File: config.mk
export PLATFORM = sky130hd
export DESIGN_NAME = amp_gain_pot_code_converter_unit_flat
export DESIGN_NICKNAME = d
export VERILOG_FILES = /design/src/sv/agpc_pkg.sv /design/src/sv/agpc_chan_if.sv /design/src/sv/agpc_div_cell.sv /design/src/sv/agpc_div_chain.sv /design/src/sv/amp_gain_pot_code_converter_unit.sv /design/src/flat_wrapper.sv
export SDC_FILE = /design/constraint.sdc
export NUM_CORES = 2
export LEC_CHECK = 0
export BUFFER_PORTS_ARGS = -buffer_cell sky130_fd_sc_hd__buf_2
export CAP_MARGIN = 20
export CORE_MARGIN = 2
export CORE_UTILIZATION = 30
export CTS_BUF_LIST = sky130_fd_sc_hd__clkbuf_4 sky130_fd_sc_hd__clkbuf_8
export DETAILED_ROUTE_END_ITERATION = 8
export GPL_ROUTABILITY_DRIVEN = 0
export MAX_ROUTING_LAYER = met4
export SLEW_MARGIN = 5
export SYNTH_ARGS = -nofsm -noshare
export SYNTH_HDL_FRONTEND = slang
export SYNTH_SLANG_ARGS = --single-unit
File: constraint.sdc
create_clock -name clk -period 54.3 [get_ports clk]
set_clock_uncertainty 0.2 [all_clocks]
set_input_delay 10.86 -clock clk [delete_from_list [all_inputs] [get_ports clk]]
set_output_delay 10.86 -clock clk [all_outputs]
set_load 0.01 [all_outputs]
File: src/sv/agpc_pkg.sv
// ----------------------------------------------------------------------------
// agpc_pkg - shared types and constants of the gain / pot code converter
// item layouts, register codes, reset values and widths shared by the design and testbench
// ----------------------------------------------------------------------------
package agpc_pkg;

	// default pot code width
	localparam int CODE_BITS_DEF = 8;

	// feedback resistance width, also dividend and quotient width of the dividers
	localparam int RF_W = 20;

	// step resistance width, divisor width of the second divider
	localparam int STEP_W = 8;

	localparam int CFG_ADDR_W = 2;

	// register indexes
	localparam logic [CFG_ADDR_W-1:0] REG_WIPER = 2'd0;
	localparam logic [CFG_ADDR_W-1:0] REG_STEP  = 2'd1;
	localparam logic [CFG_ADDR_W-1:0] REG_RF    = 2'd2;

	// reset values
	localparam logic [7:0]      WIPER_RST = 8'd72;
	localparam logic [7:0]      STEP_RST  = 8'd35;
	localparam logic [RF_W-1:0] RF_RST    = 20'd100000;

	localparam logic [15:0] GAIN_MAX = 16'hFFFF;

	// action codes
	localparam logic ACT_CODE_TO_GAIN = 1'b0;
	localparam logic ACT_GAIN_TO_CODE = 1'b1;

	typedef struct packed {
		logic        action;
		logic [7:0]  pot_code_in;
		logic [15:0] requested_gain;
	} agpc_req_t;

	typedef struct packed {
		logic [15:0] gain_value;
		logic [7:0]  pot_code_out;
		logic        status;
	} agpc_rsp_t;

	typedef struct packed {
		logic [CFG_ADDR_W-1:0] addr;
		logic [RF_W-1:0]       wdata;
	} agpc_cfg_t;

	// per-item control that travels alongside the divider data
	typedef struct packed {
		logic        action;
		logic        err;   // divisor was zero
		logic        nul;   // code result forced to zero
		logic [15:0] gain;  // saturated gain, filled in after the first divider
	} agpc_side_t;

endpackage

File: src/sv/agpc_chan_if.sv
// ----------------------------------------------------------------------------
// agpc_chan_if - valid/ready channel
// carries one item of the given payload type per handshake
// ----------------------------------------------------------------------------
interface agpc_chan_if #(
	parameter type payload_t = logic
);
	logic     valid;
	logic     ready;
	payload_t payload;

	modport source (output valid, output payload, input ready);
	modport sink   (input valid, input payload, output ready);
endinterface

File: src/sv/agpc_div_cell.sv
// ----------------------------------------------------------------------------
// agpc_div_cell - one restoring division cell
// retires one quotient bit and hands partial remainder to the next cell
// ----------------------------------------------------------------------------
module agpc_div_cell import agpc_pkg::*; #(
	parameter int NUM_W = RF_W,
	parameter int DEN_W = STEP_W
) (
	input  logic             clk,
	input  logic             arst_n,
	input  logic             en,
	input  logic             in_valid,
	input  logic [NUM_W-1:0] in_num,
	input  logic [DEN_W-1:0] in_den,
	input  logic [DEN_W-1:0] in_rem,
	input  agpc_side_t       in_side,
	output logic             out_valid,
	output logic [NUM_W-1:0] out_num,
	output logic [DEN_W-1:0] out_den,
	output logic [DEN_W-1:0] out_rem,
	output agpc_side_t       out_side
);
	logic [DEN_W:0]   trial;
	logic [DEN_W:0]   diff;
	logic             ge;
	logic [DEN_W-1:0] rem_n;
	logic [NUM_W-1:0] num_n;
	logic             valid_q;
	logic [NUM_W-1:0] num_q;
	logic [DEN_W-1:0] den_q;
	logic [DEN_W-1:0] rem_q;
	agpc_side_t       side_q;

	// shift in next dividend bit, subtract if it fits
	always_comb begin
		trial = {in_rem, in_num[NUM_W-1]};
		diff  = trial - {1'b0, in_den};
		ge    = (trial >= {1'b0, in_den});
		rem_n = ge ? diff[DEN_W-1:0] : trial[DEN_W-1:0];
		num_n = {in_num[NUM_W-2:0], ge};
	end

	always_ff @(posedge clk or negedge arst_n) begin
		if (!arst_n) begin
			valid_q <= 1'b0;
		end else if (en) begin
			valid_q <= in_valid;
		end
	end

	always_ff @(posedge clk) begin
		if (en) begin
			num_q  <= num_n;
			den_q  <= in_den;
			rem_q  <= rem_n;
			side_q <= in_side;
		end
	end

	assign out_valid = valid_q;
	assign out_num   = num_q;
	assign out_den   = den_q;
	assign out_rem   = rem_q;
	assign out_side  = side_q;
endmodule

File: src/sv/agpc_div_chain.sv
// ----------------------------------------------------------------------------
// agpc_div_chain - row of division cells
// one cell per quotient bit, quotient replaces dividend as it shifts through
// ----------------------------------------------------------------------------
module agpc_div_chain import agpc_pkg::*; #(
	parameter int NUM_W = RF_W,
	parameter int DEN_W = STEP_W
) (
	input  logic             clk,
	input  logic             arst_n,
	input  logic             en,
	input  logic             in_valid,
	input  logic [NUM_W-1:0] in_num,
	input  logic [DEN_W-1:0] in_den,
	input  agpc_side_t       in_side,
	output logic             out_valid,
	output logic [NUM_W-1:0] out_quo,
	output agpc_side_t       out_side
);
	logic             v_a    [NUM_W];
	logic [NUM_W-1:0] num_a  [NUM_W];
	logic [DEN_W-1:0] den_a  [NUM_W];
	logic [DEN_W-1:0] rem_a  [NUM_W];
	agpc_side_t       side_a [NUM_W];

	assign v_a[0]    = in_valid;
	assign num_a[0]  = in_num;
	assign den_a[0]  = in_den;
	assign rem_a[0]  = '0;
	assign side_a[0] = in_side;

	for (genvar i = 0; i < NUM_W; i++) begin : g_cell
		if (i < NUM_W - 1) begin : g_mid
			agpc_div_cell #(
				.NUM_W (NUM_W),
				.DEN_W (DEN_W)
			) u_cell (
				.clk       (clk),
				.arst_n    (arst_n),
				.en        (en),
				.in_valid  (v_a[i]),
				.in_num    (num_a[i]),
				.in_den    (den_a[i]),
				.in_rem    (rem_a[i]),
				.in_side   (side_a[i]),
				.out_valid (v_a[i+1]),
				.out_num   (num_a[i+1]),
				.out_den   (den_a[i+1]),
				.out_rem   (rem_a[i+1]),
				.out_side  (side_a[i+1])
			);
		end else begin : g_last
			// remainder and divisor are not needed past the last cell
			agpc_div_cell #(
				.NUM_W (NUM_W),
				.DEN_W (DEN_W)
			) u_cell (
				.clk       (clk),
				.arst_n    (arst_n),
				.en        (en),
				.in_valid  (v_a[i]),
				.in_num    (num_a[i]),
				.in_den    (den_a[i]),
				.in_rem    (rem_a[i]),
				.in_side   (side_a[i]),
				.out_valid (out_valid),
				.out_num   (out_quo),
				.out_den   (),
				.out_rem   (),
				.out_side  (out_side)
			);
		end
	end
endmodule

File: src/sv/amp_gain_pot_code_converter_unit.sv
// ----------------------------------------------------------------------------
// amp_gain_pot_code_converter_unit - gain / digital pot code converter
// turns a pot code into amplifier gain 1 + Rf/Rg, or a requested gain into
// the pot code that sets Rg, using two rows of pipelined division cells
// ----------------------------------------------------------------------------
//
//  channel  dir  payload                                   accepted when
//  req      in   action, pot_code_in, requested_gain       req.valid && req.ready
//  rsp      out  gain_value, pot_code_out, status          rsp.valid && rsp.ready
//  cfg      in   addr (register index), wdata              cfg.valid && cfg.ready
//
//  one item per cycle sustained while rsp is not stalled; on its way to
//  rsp.valid an item goes through the prep stage, loaded by the accepting edge,
//  then 20 cells of the Rf divider, mid stage, 20 cells of the step divider and
//  the output register
//  reset clears all valid bits and loads the register reset values
//  an rsp stall freezes the pipeline; an empty prep stage still takes an item
//  cfg is always ready, writes are expected only while no item is in flight
//
module amp_gain_pot_code_converter_unit import agpc_pkg::*; #(
	parameter int CODE_BITS = CODE_BITS_DEF
) (
	input  logic       clk,
	input  logic       arst_n,
	agpc_chan_if.sink   req,
	agpc_chan_if.source rsp,
	agpc_chan_if.sink   cfg
);
	// widths and limits that follow from the code width
	localparam int RG_W   = CODE_BITS + 8;            // wiper + steps * step
	localparam int DIVR_W = (RG_W > 16) ? RG_W : 16;  // first divisor
	localparam int CW     = (CODE_BITS > 8) ? CODE_BITS : 8;
	localparam logic [CODE_BITS-1:0] CODE_MAX = '1;
	localparam int OUT_MAX_I = (CODE_BITS < 8) ? ((1 << CODE_BITS) - 1) : 255;
	localparam logic [7:0] OUT_MAX = OUT_MAX_I[7:0];

	// configuration registers
	logic [7:0]      wiper_q;
	logic [7:0]      step_q;
	logic [RF_W-1:0] rf_q;

	// global advance: the output register is free or being emptied
	logic adv;
	logic take_req;

	// prep stage
	logic [CW-1:0]        code_ext;
	logic [CW-1:0]        code_c;
	logic [CODE_BITS-1:0] diff_c;
	logic [RG_W-1:0]      rg0;
	logic [15:0]          gm1;
	agpc_side_t           side_n;
	logic [DIVR_W-1:0]    den_n;

	logic              v_s1;
	logic [RF_W-1:0]   num_s1;
	logic [DIVR_W-1:0] den_s1;
	agpc_side_t        side_s1;

	// first divider row: Rf / Rg or Rf / (G - 1)
	logic            v1;
	logic [RF_W-1:0] q1;
	agpc_side_t      side1;

	// mid stage
	agpc_side_t      side_m;
	logic [RF_W-1:0] num_m;

	logic              v_s2;
	logic [RF_W-1:0]   num_s2;
	logic [STEP_W-1:0] den_s2;
	agpc_side_t        side_s2;

	// second divider row: (Rg - wiper) / step
	logic            v2;
	logic [RF_W-1:0] q2;
	agpc_side_t      side2;

	// output register
	logic      rsp_valid_q;
	agpc_rsp_t rsp_q;
	agpc_rsp_t rsp_n;

	assign adv      = !rsp_valid_q || rsp.ready;
	assign take_req = adv || !v_s1;

	assign req.ready = take_req;
	assign cfg.ready = 1'b1;

	// configuration writes, unknown index ignored
	always_ff @(posedge clk or negedge arst_n) begin
		if (!arst_n) begin
			wiper_q <= WIPER_RST;
			step_q  <= STEP_RST;
			rf_q    <= RF_RST;
		end else if (cfg.valid) begin
			unique case (cfg.payload.addr)
				REG_WIPER: wiper_q <= cfg.payload.wdata[7:0];
				REG_STEP:  step_q  <= cfg.payload.wdata[7:0];
				REG_RF:    rf_q    <= cfg.payload.wdata;
				default: begin
				end
			endcase
		end
	end

	// prep: clamp code, build Rg or G - 1, flag zero divisors
	always_comb begin
		code_ext = CW'(req.payload.pot_code_in);
		code_c   = (code_ext > CW'(CODE_MAX)) ? CW'(CODE_MAX) : code_ext;
		diff_c   = CODE_MAX - code_c[CODE_BITS-1:0];
		rg0      = RG_W'(diff_c) * RG_W'(step_q) + RG_W'(wiper_q);
		gm1      = req.payload.requested_gain - 16'd1;

		side_n.action = req.payload.action;
		side_n.gain   = '0;
		unique case (req.payload.action)
			ACT_CODE_TO_GAIN: begin
				side_n.err = (rg0 == '0);
				side_n.nul = 1'b0;
				den_n      = DIVR_W'(rg0);
			end
			ACT_GAIN_TO_CODE: begin
				side_n.err = (req.payload.requested_gain == 16'd1) || (step_q == '0);
				side_n.nul = (req.payload.requested_gain == 16'd0);
				den_n      = DIVR_W'(gm1);
			end
			default: begin
				side_n.err = 1'b0;
				side_n.nul = 1'b0;
				den_n      = '0;
			end
		endcase
	end

	always_ff @(posedge clk or negedge arst_n) begin
		if (!arst_n) begin
			v_s1 <= 1'b0;
		end else if (take_req) begin
			v_s1 <= req.valid;
		end
	end

	always_ff @(posedge clk) begin
		if (take_req) begin
			num_s1  <= rf_q;
			den_s1  <= den_n;
			side_s1 <= side_n;
		end
	end

	agpc_div_chain #(
		.NUM_W (RF_W),
		.DEN_W (DIVR_W)
	) u_div_rg (
		.clk       (clk),
		.arst_n    (arst_n),
		.en        (adv),
		.in_valid  (v_s1),
		.in_num    (num_s1),
		.in_den    (den_s1),
		.in_side   (side_s1),
		.out_valid (v1),
		.out_quo   (q1),
		.out_side  (side1)
	);

	// mid: saturate gain, subtract wiper for the code path
	always_comb begin
		side_m      = side1;
		side_m.gain = (q1 >= RF_W'(GAIN_MAX)) ? GAIN_MAX : (q1[15:0] + 16'd1);
		// target below the wiper gives code zero
		if (side1.action == ACT_GAIN_TO_CODE && q1 < RF_W'(wiper_q)) begin
			side_m.nul = 1'b1;
		end
		num_m = q1 - RF_W'(wiper_q);
	end

	always_ff @(posedge clk or negedge arst_n) begin
		if (!arst_n) begin
			v_s2 <= 1'b0;
		end else if (adv) begin
			v_s2 <= v1;
		end
	end

	always_ff @(posedge clk) begin
		if (adv) begin
			num_s2  <= num_m;
			den_s2  <= step_q;
			side_s2 <= side_m;
		end
	end

	agpc_div_chain #(
		.NUM_W (RF_W),
		.DEN_W (STEP_W)
	) u_div_step (
		.clk       (clk),
		.arst_n    (arst_n),
		.en        (adv),
		.in_valid  (v_s2),
		.in_num    (num_s2),
		.in_den    (den_s2),
		.in_side   (side_s2),
		.out_valid (v2),
		.out_quo   (q2),
		.out_side  (side2)
	);

	// result: unused field and error cases read zero
	always_comb begin
		rsp_n.status = side2.err;
		rsp_n.gain_value = (side2.action == ACT_CODE_TO_GAIN && !side2.err)
			? side2.gain : 16'd0;
		if (side2.action == ACT_GAIN_TO_CODE && !side2.err && !side2.nul) begin
			rsp_n.pot_code_out = (q2 > RF_W'(OUT_MAX)) ? OUT_MAX : q2[7:0];
		end else begin
			rsp_n.pot_code_out = 8'd0;
		end
	end

	always_ff @(posedge clk or negedge arst_n) begin
		if (!arst_n) begin
			rsp_valid_q <= 1'b0;
		end else if (adv) begin
			rsp_valid_q <= v2;
		end
	end

	always_ff @(posedge clk) begin
		if (adv) begin
			rsp_q <= rsp_n;
		end
	end

	assign rsp.valid   = rsp_valid_q;
	assign rsp.payload = rsp_q;

	// an error leaves both result fields at zero
	a_err_fields_zero: assert property (@(posedge clk) disable iff (!arst_n)
		rsp.valid && rsp.payload.status |->
			rsp.payload.gain_value == 16'd0 && rsp.payload.pot_code_out == 8'd0)
		else $error("error result with nonzero field");

	// only one of the two result fields can carry a value
	a_one_field: assert property (@(posedge clk) disable iff (!arst_n)
		rsp.valid |-> rsp.payload.gain_value == 16'd0 || rsp.payload.pot_code_out == 8'd0)
		else $error("both result fields nonzero");

	// code result respects the clamp
	a_code_clamp: assert property (@(posedge clk) disable iff (!arst_n)
		rsp.valid |-> rsp.payload.pot_code_out <= OUT_MAX)
		else $error("pot code above clamp");

	// a stall freezes the mid stage with its data
	a_mid_hold: assert property (@(posedge clk) disable iff (!arst_n)
		v_s2 && !adv |=> v_s2 && $stable(num_s2) && $stable(side_s2))
		else $error("mid stage changed during stall");
endmodule

File: src/flat_wrapper.sv
// flat-port wrapper written by rule: the top's interface ports become plain ports
module amp_gain_pot_code_converter_unit_flat import agpc_pkg::*;
#(
	parameter int CODE_BITS = CODE_BITS_DEF
)
  (clk, arst_n, req_valid, req_payload, req_ready, rsp_valid, rsp_payload, rsp_ready, cfg_valid, cfg_payload, cfg_ready);
  agpc_chan_if #(.payload_t(agpc_req_t)) req_i ();
  agpc_chan_if #(.payload_t(agpc_rsp_t)) rsp_i ();
  agpc_chan_if #(.payload_t(agpc_cfg_t)) cfg_i ();
  input  logic clk;
  input  logic arst_n;
  input wire logic [$bits(req_i.valid)-1:0] req_valid;
  input wire logic [$bits(req_i.payload)-1:0] req_payload;
  output wire logic [$bits(req_i.ready)-1:0] req_ready;
  output wire logic [$bits(rsp_i.valid)-1:0] rsp_valid;
  output wire logic [$bits(rsp_i.payload)-1:0] rsp_payload;
  input wire logic [$bits(rsp_i.ready)-1:0] rsp_ready;
  input wire logic [$bits(cfg_i.valid)-1:0] cfg_valid;
  input wire logic [$bits(cfg_i.payload)-1:0] cfg_payload;
  output wire logic [$bits(cfg_i.ready)-1:0] cfg_ready;
  assign req_i.valid = req_valid;
  assign req_i.payload = req_payload;
  assign req_ready = req_i.ready;
  assign rsp_valid = rsp_i.valid;
  assign rsp_payload = rsp_i.payload;
  assign rsp_i.ready = rsp_ready;
  assign cfg_i.valid = cfg_valid;
  assign cfg_i.payload = cfg_payload;
  assign cfg_ready = cfg_i.ready;
  amp_gain_pot_code_converter_unit #(.CODE_BITS(CODE_BITS)) u_core (.clk(clk), .arst_n(arst_n), .req(req_i), .rsp(rsp_i), .cfg(cfg_i));
endmodule
## After elaboration in Yosys (flattened, before gate mapping)

Index checks and enable logic that the tools add are counted.

- Register bits after elaboration: 2342
- Input port bits: 52
- Output and inout bits: 28
- Word-level logic and storage cells: 471

- Add/subtract/negate cells: 43
- $mul: 1
- Order comparisons: 44
- Eq/ne operators: 3
- Muxes and demuxes: 42
- Bitwise logic cells: 2
- Reduce and logical (&&, ||, !) cells: 18

Operator list:

| cell | count |
|---|---|
| 17-bit by 16-bit greater-or-equal comparator with 1-bit output | 19 |
| 16-bit 2-to-1 mux | 18 |
| 16-bit subtractor | 18 |
| 9-bit by 8-bit greater-or-equal comparator with 1-bit output | 19 |
| 8-bit 2-to-1 mux | 20 |
| 8-bit subtractor | 18 |
| 16-bit zero test | 2 |
| 16-bit one-hot mux with 2 select lines | 1 |
| 20-bit by 16-bit greater-or-equal comparator with 1-bit output (second input constant) | 1 |
| 20-bit by 8-bit greater-than comparator with 1-bit output (second input constant) | 1 |
| 20-bit by 8-bit less-than comparator with 1-bit output | 1 |
| 20-bit by 8-bit subtractor with 20-bit output | 1 |
| 16-bit by 1-bit adder with 16-bit output (second input constant) | 1 |
| 16-bit by 8-bit adder with 16-bit output | 1 |
| 16-bit by 1-bit == test with 1-bit output (second input constant) | 1 |
| 1-bit by 16-bit greater-or-equal comparator with 1-bit output | 1 |
| 8-bit by 8-bit multiplier with 16-bit output | 1 |
| 1-bit by 16-bit subtractor with 16-bit output | 1 |
| 16-bit by 1-bit subtractor with 16-bit output (second input constant) | 1 |
| 1-bit by 8-bit greater-or-equal comparator with 1-bit output | 1 |
| 8-bit greater-than comparator (second input constant) | 1 |
| 8-bit zero test | 1 |
| 1-bit by 8-bit subtractor with 8-bit output | 1 |
| 8-bit subtractor (first input constant) | 1 |
| 10 further kinds | 22 |

## Logic depth before layout (Yosys ltp)

- Depth after elaboration: 7
- Gate-level depth with buffers: 18
- Gate-level depth less buffers: 18

## Modules after synthesis

From an unflattened synthesis, not the netlist that was laid out.

- Cells, all modules: 7848
- Area total of the unflattened synthesis: 120486.8 um2

By module, submodules not included:

| module | instances | cells each | area each (um2) | seq. area each (um2) |
|---|---|---|---|---|
| agpc_div_cell (u_core.u_div_rg.g_cell[0].g_mid.u_cell ...) | 11 | 230 | 3398.3 | 2157.1 |
| agpc_div_cell (u_core.u_div_step.g_cell[13].g_mid.u_cell ...) | 16 | 126 | 2208.4 | 1676.6 |
| agpc_div_cell (u_core.u_div_rg.g_cell[16].g_mid.u_cell ...) | 9 | 229 | 3333.2 | 2157.1 |
| agpc_div_cell (u_core.u_div_step.g_cell[0].g_mid.u_cell ...) | 4 | 123 | 2227.1 | 1676.6 |
| amp_gain_pot_code_converter_unit | 1 | 747 | 8857.2 | 4322.9 |
| agpc_div_chain | 2 | 1 | 3.8 | 0.0 |

## Worst setup path before layout

Ideal clock, no wire load.

- Path type: in2reg
- From: input port rsp_ready
- To: register u_core.den_s2[0], enable pin
- Library setup time: 2.534 ns
- Arrival time: 53.896 ns
- Setup slack: -2.329 ns
- Stages on the path: 4
- Path buffers: 2
- Cells stage by stage: nor2b_1 > clkbuf_1 > clkbuf_1 > inv_1

- Longest elaborated chain between the ends: 1

Ends and longest elaborated chain:

| element | RTL line | source |
|---|---|---|
| from (decl) | flat_wrapper.sv:17 | `input wire logic [$bits(rsp_i.ready)-1:0] rsp_ready;` |
| 1-bit logical OR | amp_gain_pot_code_converter_unit.sv:84 | `assign adv = !rsp_valid_q \|\| rsp.ready;` |
| via u_core.adv | amp_gain_pot_code_converter_unit.sv:43 | `logic adv;` |
| to (signal assigned) | amp_gain_pot_code_converter_unit.sv:190 | `den_s2 <= step_q;` |
| to (decl) | amp_gain_pot_code_converter_unit.sv:71 | `logic [STEP_W-1:0] den_s2;` |

The timed path passes the listed nets, and every way through them passes these cells.
A chain may end at the register's enable or synchronous reset.

## Worst setup path after layout

- From: input port rsp_ready
- To: output port req_ready

- Longest elaborated chain between the ends: 2

Ends and longest elaborated chain:

| element | RTL line | source |
|---|---|---|
| 1-bit logical OR | amp_gain_pot_code_converter_unit.sv:84 |  |
| 1-bit logical OR | amp_gain_pot_code_converter_unit.sv:85 | `assign take_req = adv \|\| !v_s1;` |
| to (decl) | flat_wrapper.sv:14 | `output wire logic [$bits(req_i.ready)-1:0] req_ready;` |

Every way passes these cells.

==> insert_results.sql <==
INSERT INTO impl_metrics (metric_group, metric, value, unit) VALUES
('floorplanning', 'rows', '212', ''),
('placement', 'port_buffers', '78', ''),
('clock_tree', 'h-tree-depth', '5', ''),
('route', 'drt-wirelength-per-cell', '14.5', 'um'),
('hold_path', 'hp-start', 'u_core.u_div_rg.g_cell[7].g_mid.u_cell.out_num[14]$_DFFE_PP_', ''),
('timing', 'finalHoldViolCount', '0', ''),
('timing', 'final.setup.tns', '0', 'ns'),
('hold_path', 'hold_end', 'u_core.u_div_rg.g_cell[8].g_mid.u_cell.out_num[15]$_DFFE_PP_', ''),
('yosys', 'postSynthRegisterBits', '2342', ''),
('critical_path', 'reg2regPathDepth', '7', ''),
('pwr', 'p_leak', '43.3', 'nW'),
('critical_path', 'worst-setup-path-type', 'primary input to output pin', ''),
('final_layout', 'flow.area_growth_from_synthesis', '13.1', '%'),
('clock_tree', 'clock_transition_time_at_the_flip_flop_clock_pins_of_the_worst_setup_and_hold_paths', '0.06', 'ns'),
('yosys', 'synth-edff-count', '2263', ''),
('route', 'totalWireLength', '171', 'mm'),
('run_status', 'status', 'finished clean', ''),
('critical_path', 'cpLargestDelayFamily', 'buffers and inverters', ''),
('global_route', 'number_of_global_route_vias_before_repair', '54025', ''),
('yosys', 'syn-mean-instance-area', '14.9', 'um2'),
('route', 'first_pass_iters', '5', ''),
('clock_tree', 'hold_buffers', '0', ''),
('final_layout', 'final_layout_size_suffix_gt1_share', '11.3', '%'),
('yosys', 'ys_seq_area_share', '69.7', '%'),
('critical_path', 'setup.worst_path.start_class', 'primary input', ''),
('floorplanning', 'initial_core_utilization', '30.1', '%'),
('yosys', 'yosys.cell_types.count', '83', ''),
('route', 'remaining_drc_errors', '0', ''),
('route', 'post_drt_via_cell_ratio', '4.45', ''),
('global_route', 'grt_start_max_net_pins', '181', ''),
('yosys', 'postSynthNetCount', '7373', ''),
('hold_path', 'whs_path_depth', '0', ''),
('critical_path', 'arrival', '12.54', 'ns'),
('timing', 'hold-worst-slack', '0.182', 'ns'),
('floorplanning', 'die-height', '583', 'um'),
('critical_path', 'cell_mode_on_critical_path', 'sky130_fd_sc_hd__buf_2', ''),
('timing', 'slew_violations', '0', ''),
('yosys', 'syn-instance-count', '6733', ''),
('final_layout', 'final-seq-area', '69900', 'um2'),
('clock_tree', 'max_root_sink_buffers', '4', ''),
('route', 'antenna_violating_nets_post_route', '0', ''),
('yosys', 'dominantRegCellSynth', 'sky130_fd_sc_hd__edfxtp_1', ''),
('pwr', 'power_density', '60.7', 'nW/um2'),
('route', 'routed_via_count', '52497', ''),
('critical_path', 'crit_fanout', '44', ''),
('floorplanning', 'core_region_area', '333000', 'um2'),
('yosys', 'post_synth_instance_area', '100000', 'um2'),
('global_route', 'grtUsageTotal', '10.2', '%'),
('global_route', 'grt_first_pass_wirelength', '277', 'mm'),
('global_route', 'leftover_overflow_at_the_end_of_global_routing', '0', ''),
('timing', 'layout_min_cycle_time', '23.60', 'ns'),
('clock_tree', 'clock_sinks', '2342', ''),
('clock_tree', 'clk_latency', '0.96', 'ns'),
('hold_path', 'worst_hold_path_type', 'flop to flop', ''),
('timing', 'timing_worst_slew_pin_value', '1.10', 'ns'),
('timing', 'grt_setup_unrepaired', 'no', ''),
('critical_path', 'timing.critical_path.buf_inv', '3', ''),
('critical_path', 'cp-startpoint', 'rsp_ready', ''),
('final_layout', 'multi_input_area', '27500', 'um2'),
('floorplanning', 'die_w', '583', 'um'),
('clock_tree', 'cts_made_buffers', '372', ''),
('clock_tree', 'clock_tree_from_tritoncts', 'done', ''),
('critical_path', 'timing.critical_path.cells', 'buf_2, nor2b_4, buf_4, nand2_2, buf_2', ''),
('critical_path', 'worstPathRequired', '43.24', 'ns'),
('global_route', 'grt_antenna_before_repair', '10', ''),
('yosys', 'yosysWarningCount', '0', ''),
('clock_tree', 'post-cts-setup-buffers', '0', ''),
('critical_path', 'worstSetupEndpointType', 'output pin', ''),
('critical_path', 'r2r_start', 'u_core.rsp.valid$_DFFE_PN0P_', ''),
('clock_tree', 'cts_resized', '0', ''),
('critical_path', 'r2r_setup_slack', '48.78', 'ns');
[synth_stat cells (32+ instances only)]
library cell / n / area [um2]
sky130_fd_sc_hd__fa_1: 81 / 1620
sky130_fd_sc_hd__xor2_1: 117 / 1020
sky130_fd_sc_hd__nor3_1: 62 / 310
sky130_fd_sc_hd__nand2_1: 247 / 927
sky130_fd_sc_hd__and2_1: 37 / 231
sky130_fd_sc_hd__a21oi_1: 361 / 1810
sky130_fd_sc_hd__a21boi_1: 40 / 300
sky130_fd_sc_hd__nor2b_1: 137 / 857
sky130_fd_sc_hd__o31a_1: 32 / 280
sky130_fd_sc_hd__nor2_1: 416 / 1560
sky130_fd_sc_hd__o21ai_1: 105 / 526
sky130_fd_sc_hd__clkbuf_1: 72 / 270
sky130_fd_sc_hd__ha_1: 507 / 6340
sky130_fd_sc_hd__a21o_1: 50 / 375
sky130_fd_sc_hd__mux2_2: 100 / 1130
sky130_fd_sc_hd__o21a_1: 95 / 713
sky130_fd_sc_hd__nand2b_1: 120 / 751
sky130_fd_sc_hd__o21ai_0: 197 / 986
sky130_fd_sc_hd__inv_1: 683 / 2560
sky130_fd_sc_hd__mux2i_1: 73 / 731
sky130_fd_sc_hd__nand4_1: 98 / 613
sky130_fd_sc_hd__xnor2_1: 180 / 1580
sky130_fd_sc_hd__edfxtp_1: 2263 / 68000
sky130_fd_sc_hd__nand3_1: 47 / 235
sky130_fd_sc_hd__mux2_1: 187 / 2110
sky130_fd_sc_hd__dfrtp_1: 68 / 1700
[metrics by stage]
| step | instances | area (um2) | setup WS [ns] | utilization (%) | power, mW |
|---|---|---|---|---|---|
| 2_1_floorplan | 6733 | 100000 | 8.33 | - | 5.18 |
| 3_3_place_gp | 11144 | 106000 | 30.69 | 31.9 | 5.35 |
| 3_5_place_dp | 11144 | 106000 | 30.64 | 31.9 | 5.44 |
| 4_1_cts | 11782 | 113000 | 30.63 | 34.0 | 6.96 |
| 5_1_grt | 11794 | 114000 | 30.52 | 34.1 | 7.40 |
| 6_report | 11795 | 114000 | 30.70 | 34.1 | 6.89 |
[cells by family after synthesis]
logic type                 share of synthesized area (%)
xor gates and xnor gates                            2.59
DFF                                                 69.7
AOI/OAI and AO/OA                                   6.63
buffers and inverters                               2.94
muxes                                               4.04
adders and majority gates                           7.93
and+or+nand+nor                                     6.21
other                                            0.00373
[cell usage in the layout, fill, tap and decap left out, types with 21 or more instances in the layout]
cell / synthesis / routed
sky130_fd_sc_hd__o21ai_1: 105 / 105
sky130_fd_sc_hd__mux2_2: 100 / 100
sky130_fd_sc_hd__clkbuf_4: 0 / 116
sky130_fd_sc_hd__nor3_1: 62 / 62
sky130_fd_sc_hd__o21ai_0: 197 / 197
sky130_fd_sc_hd__a21o_1: 50 / 50
sky130_fd_sc_hd__a21oi_1: 361 / 360
sky130_fd_sc_hd__nand3_1: 47 / 47
sky130_fd_sc_hd__a21boi_0: 21 / 21
sky130_fd_sc_hd__clkinv_1: 0 / 77
sky130_fd_sc_hd__ha_1: 507 / 507
sky130_fd_sc_hd__a21boi_1: 40 / 40
sky130_fd_sc_hd__xnor2_1: 180 / 180
sky130_fd_sc_hd__and2_1: 37 / 37
sky130_fd_sc_hd__nand2b_1: 120 / 120
sky130_fd_sc_hd__o31a_1: 32 / 32
sky130_fd_sc_hd__o211ai_1: 26 / 26
sky130_fd_sc_hd__mux2i_1: 73 / 73
sky130_fd_sc_hd__nor2_1: 416 / 416
sky130_fd_sc_hd__mux2_1: 187 / 187
sky130_fd_sc_hd__clkbuf_8: 0 / 387
sky130_fd_sc_hd__o21a_1: 95 / 95
sky130_fd_sc_hd__nand2_1: 247 / 246
sky130_fd_sc_hd__buf_4: 1 / 29
sky130_fd_sc_hd__buf_2: 7 / 77
sky130_fd_sc_hd__edfxtp_1: 2263 / 2263
sky130_fd_sc_hd__clkinv_2: 0 / 29
sky130_fd_sc_hd__or3_1: 25 / 25
sky130_fd_sc_hd__xor2_1: 117 / 117
sky130_fd_sc_hd__nand4_1: 98 / 98
sky130_fd_sc_hd__and3_1: 22 / 22
sky130_fd_sc_hd__nor2b_1: 137 / 136
sky130_fd_sc_hd__o31ai_1: 26 / 26
sky130_fd_sc_hd__dfrtp_1: 68 / 68
sky130_fd_sc_hd__fa_1: 81 / 81
sky130_fd_sc_hd__inv_1: 683 / 682
[layout make-up]
type,instances,area share (%)
well taps,4387,4.83
diodes,7,0.0154
clock inverters,135,0.855
repair buffers,117,0.753
clock buffers,503,5.46
multi-input cells,3616,24.2
flip-flops and latches,2342,61.6
inverters,688,2.28
[layer usage]
layer	GRT usage [%]	share of wire (%)
met4	3.89	3.4
met3	2.00	4.6
met2	16.6	48
met1	12.4	44
met5	-	0
[registers in the layout, summed over array words and instances (netlist names), 25 cells and up]
name                                            count
u_core.rsp.payload                                 25
u_core.u_div_rg.g_cell.g_mid.u_cell.out_den       304
u_core.u_div_rg.g_cell.g_mid.u_cell.out_num       380
u_core.u_div_rg.g_cell.g_mid.u_cell.out_rem       304
u_core.u_div_rg.g_cell.g_mid.u_cell.out_side       57
u_core.u_div_step.g_cell.g_mid.u_cell.out_den     152
u_core.u_div_step.g_cell.g_mid.u_cell.out_num     380
u_core.u_div_step.g_cell.g_mid.u_cell.out_rem     152
u_core.u_div_step.g_cell.g_mid.u_cell.out_side    361
[how the worst max path moves through the flow]
stage                                       endpoint  cells after the start
final                                      req_ready                      5
after global routing                       req_ready                      5
after CTS                                  req_ready                      5
after detailed placement                   req_ready                      5
after global placement                     req_ready                      5
after floorplan           u_core.den_s2[0]$_DFFE_PP_                      4
[where the power goes]
part           internal (mW)  leakage, nW  switching (mW)
clock                  0.799         3.78           0.659
combinational           1.04         16.0            1.37
sequential              2.77         23.5           0.253
total                   4.62         43.3            2.28
No activity file was read; power rests on OpenSTA's default activity.
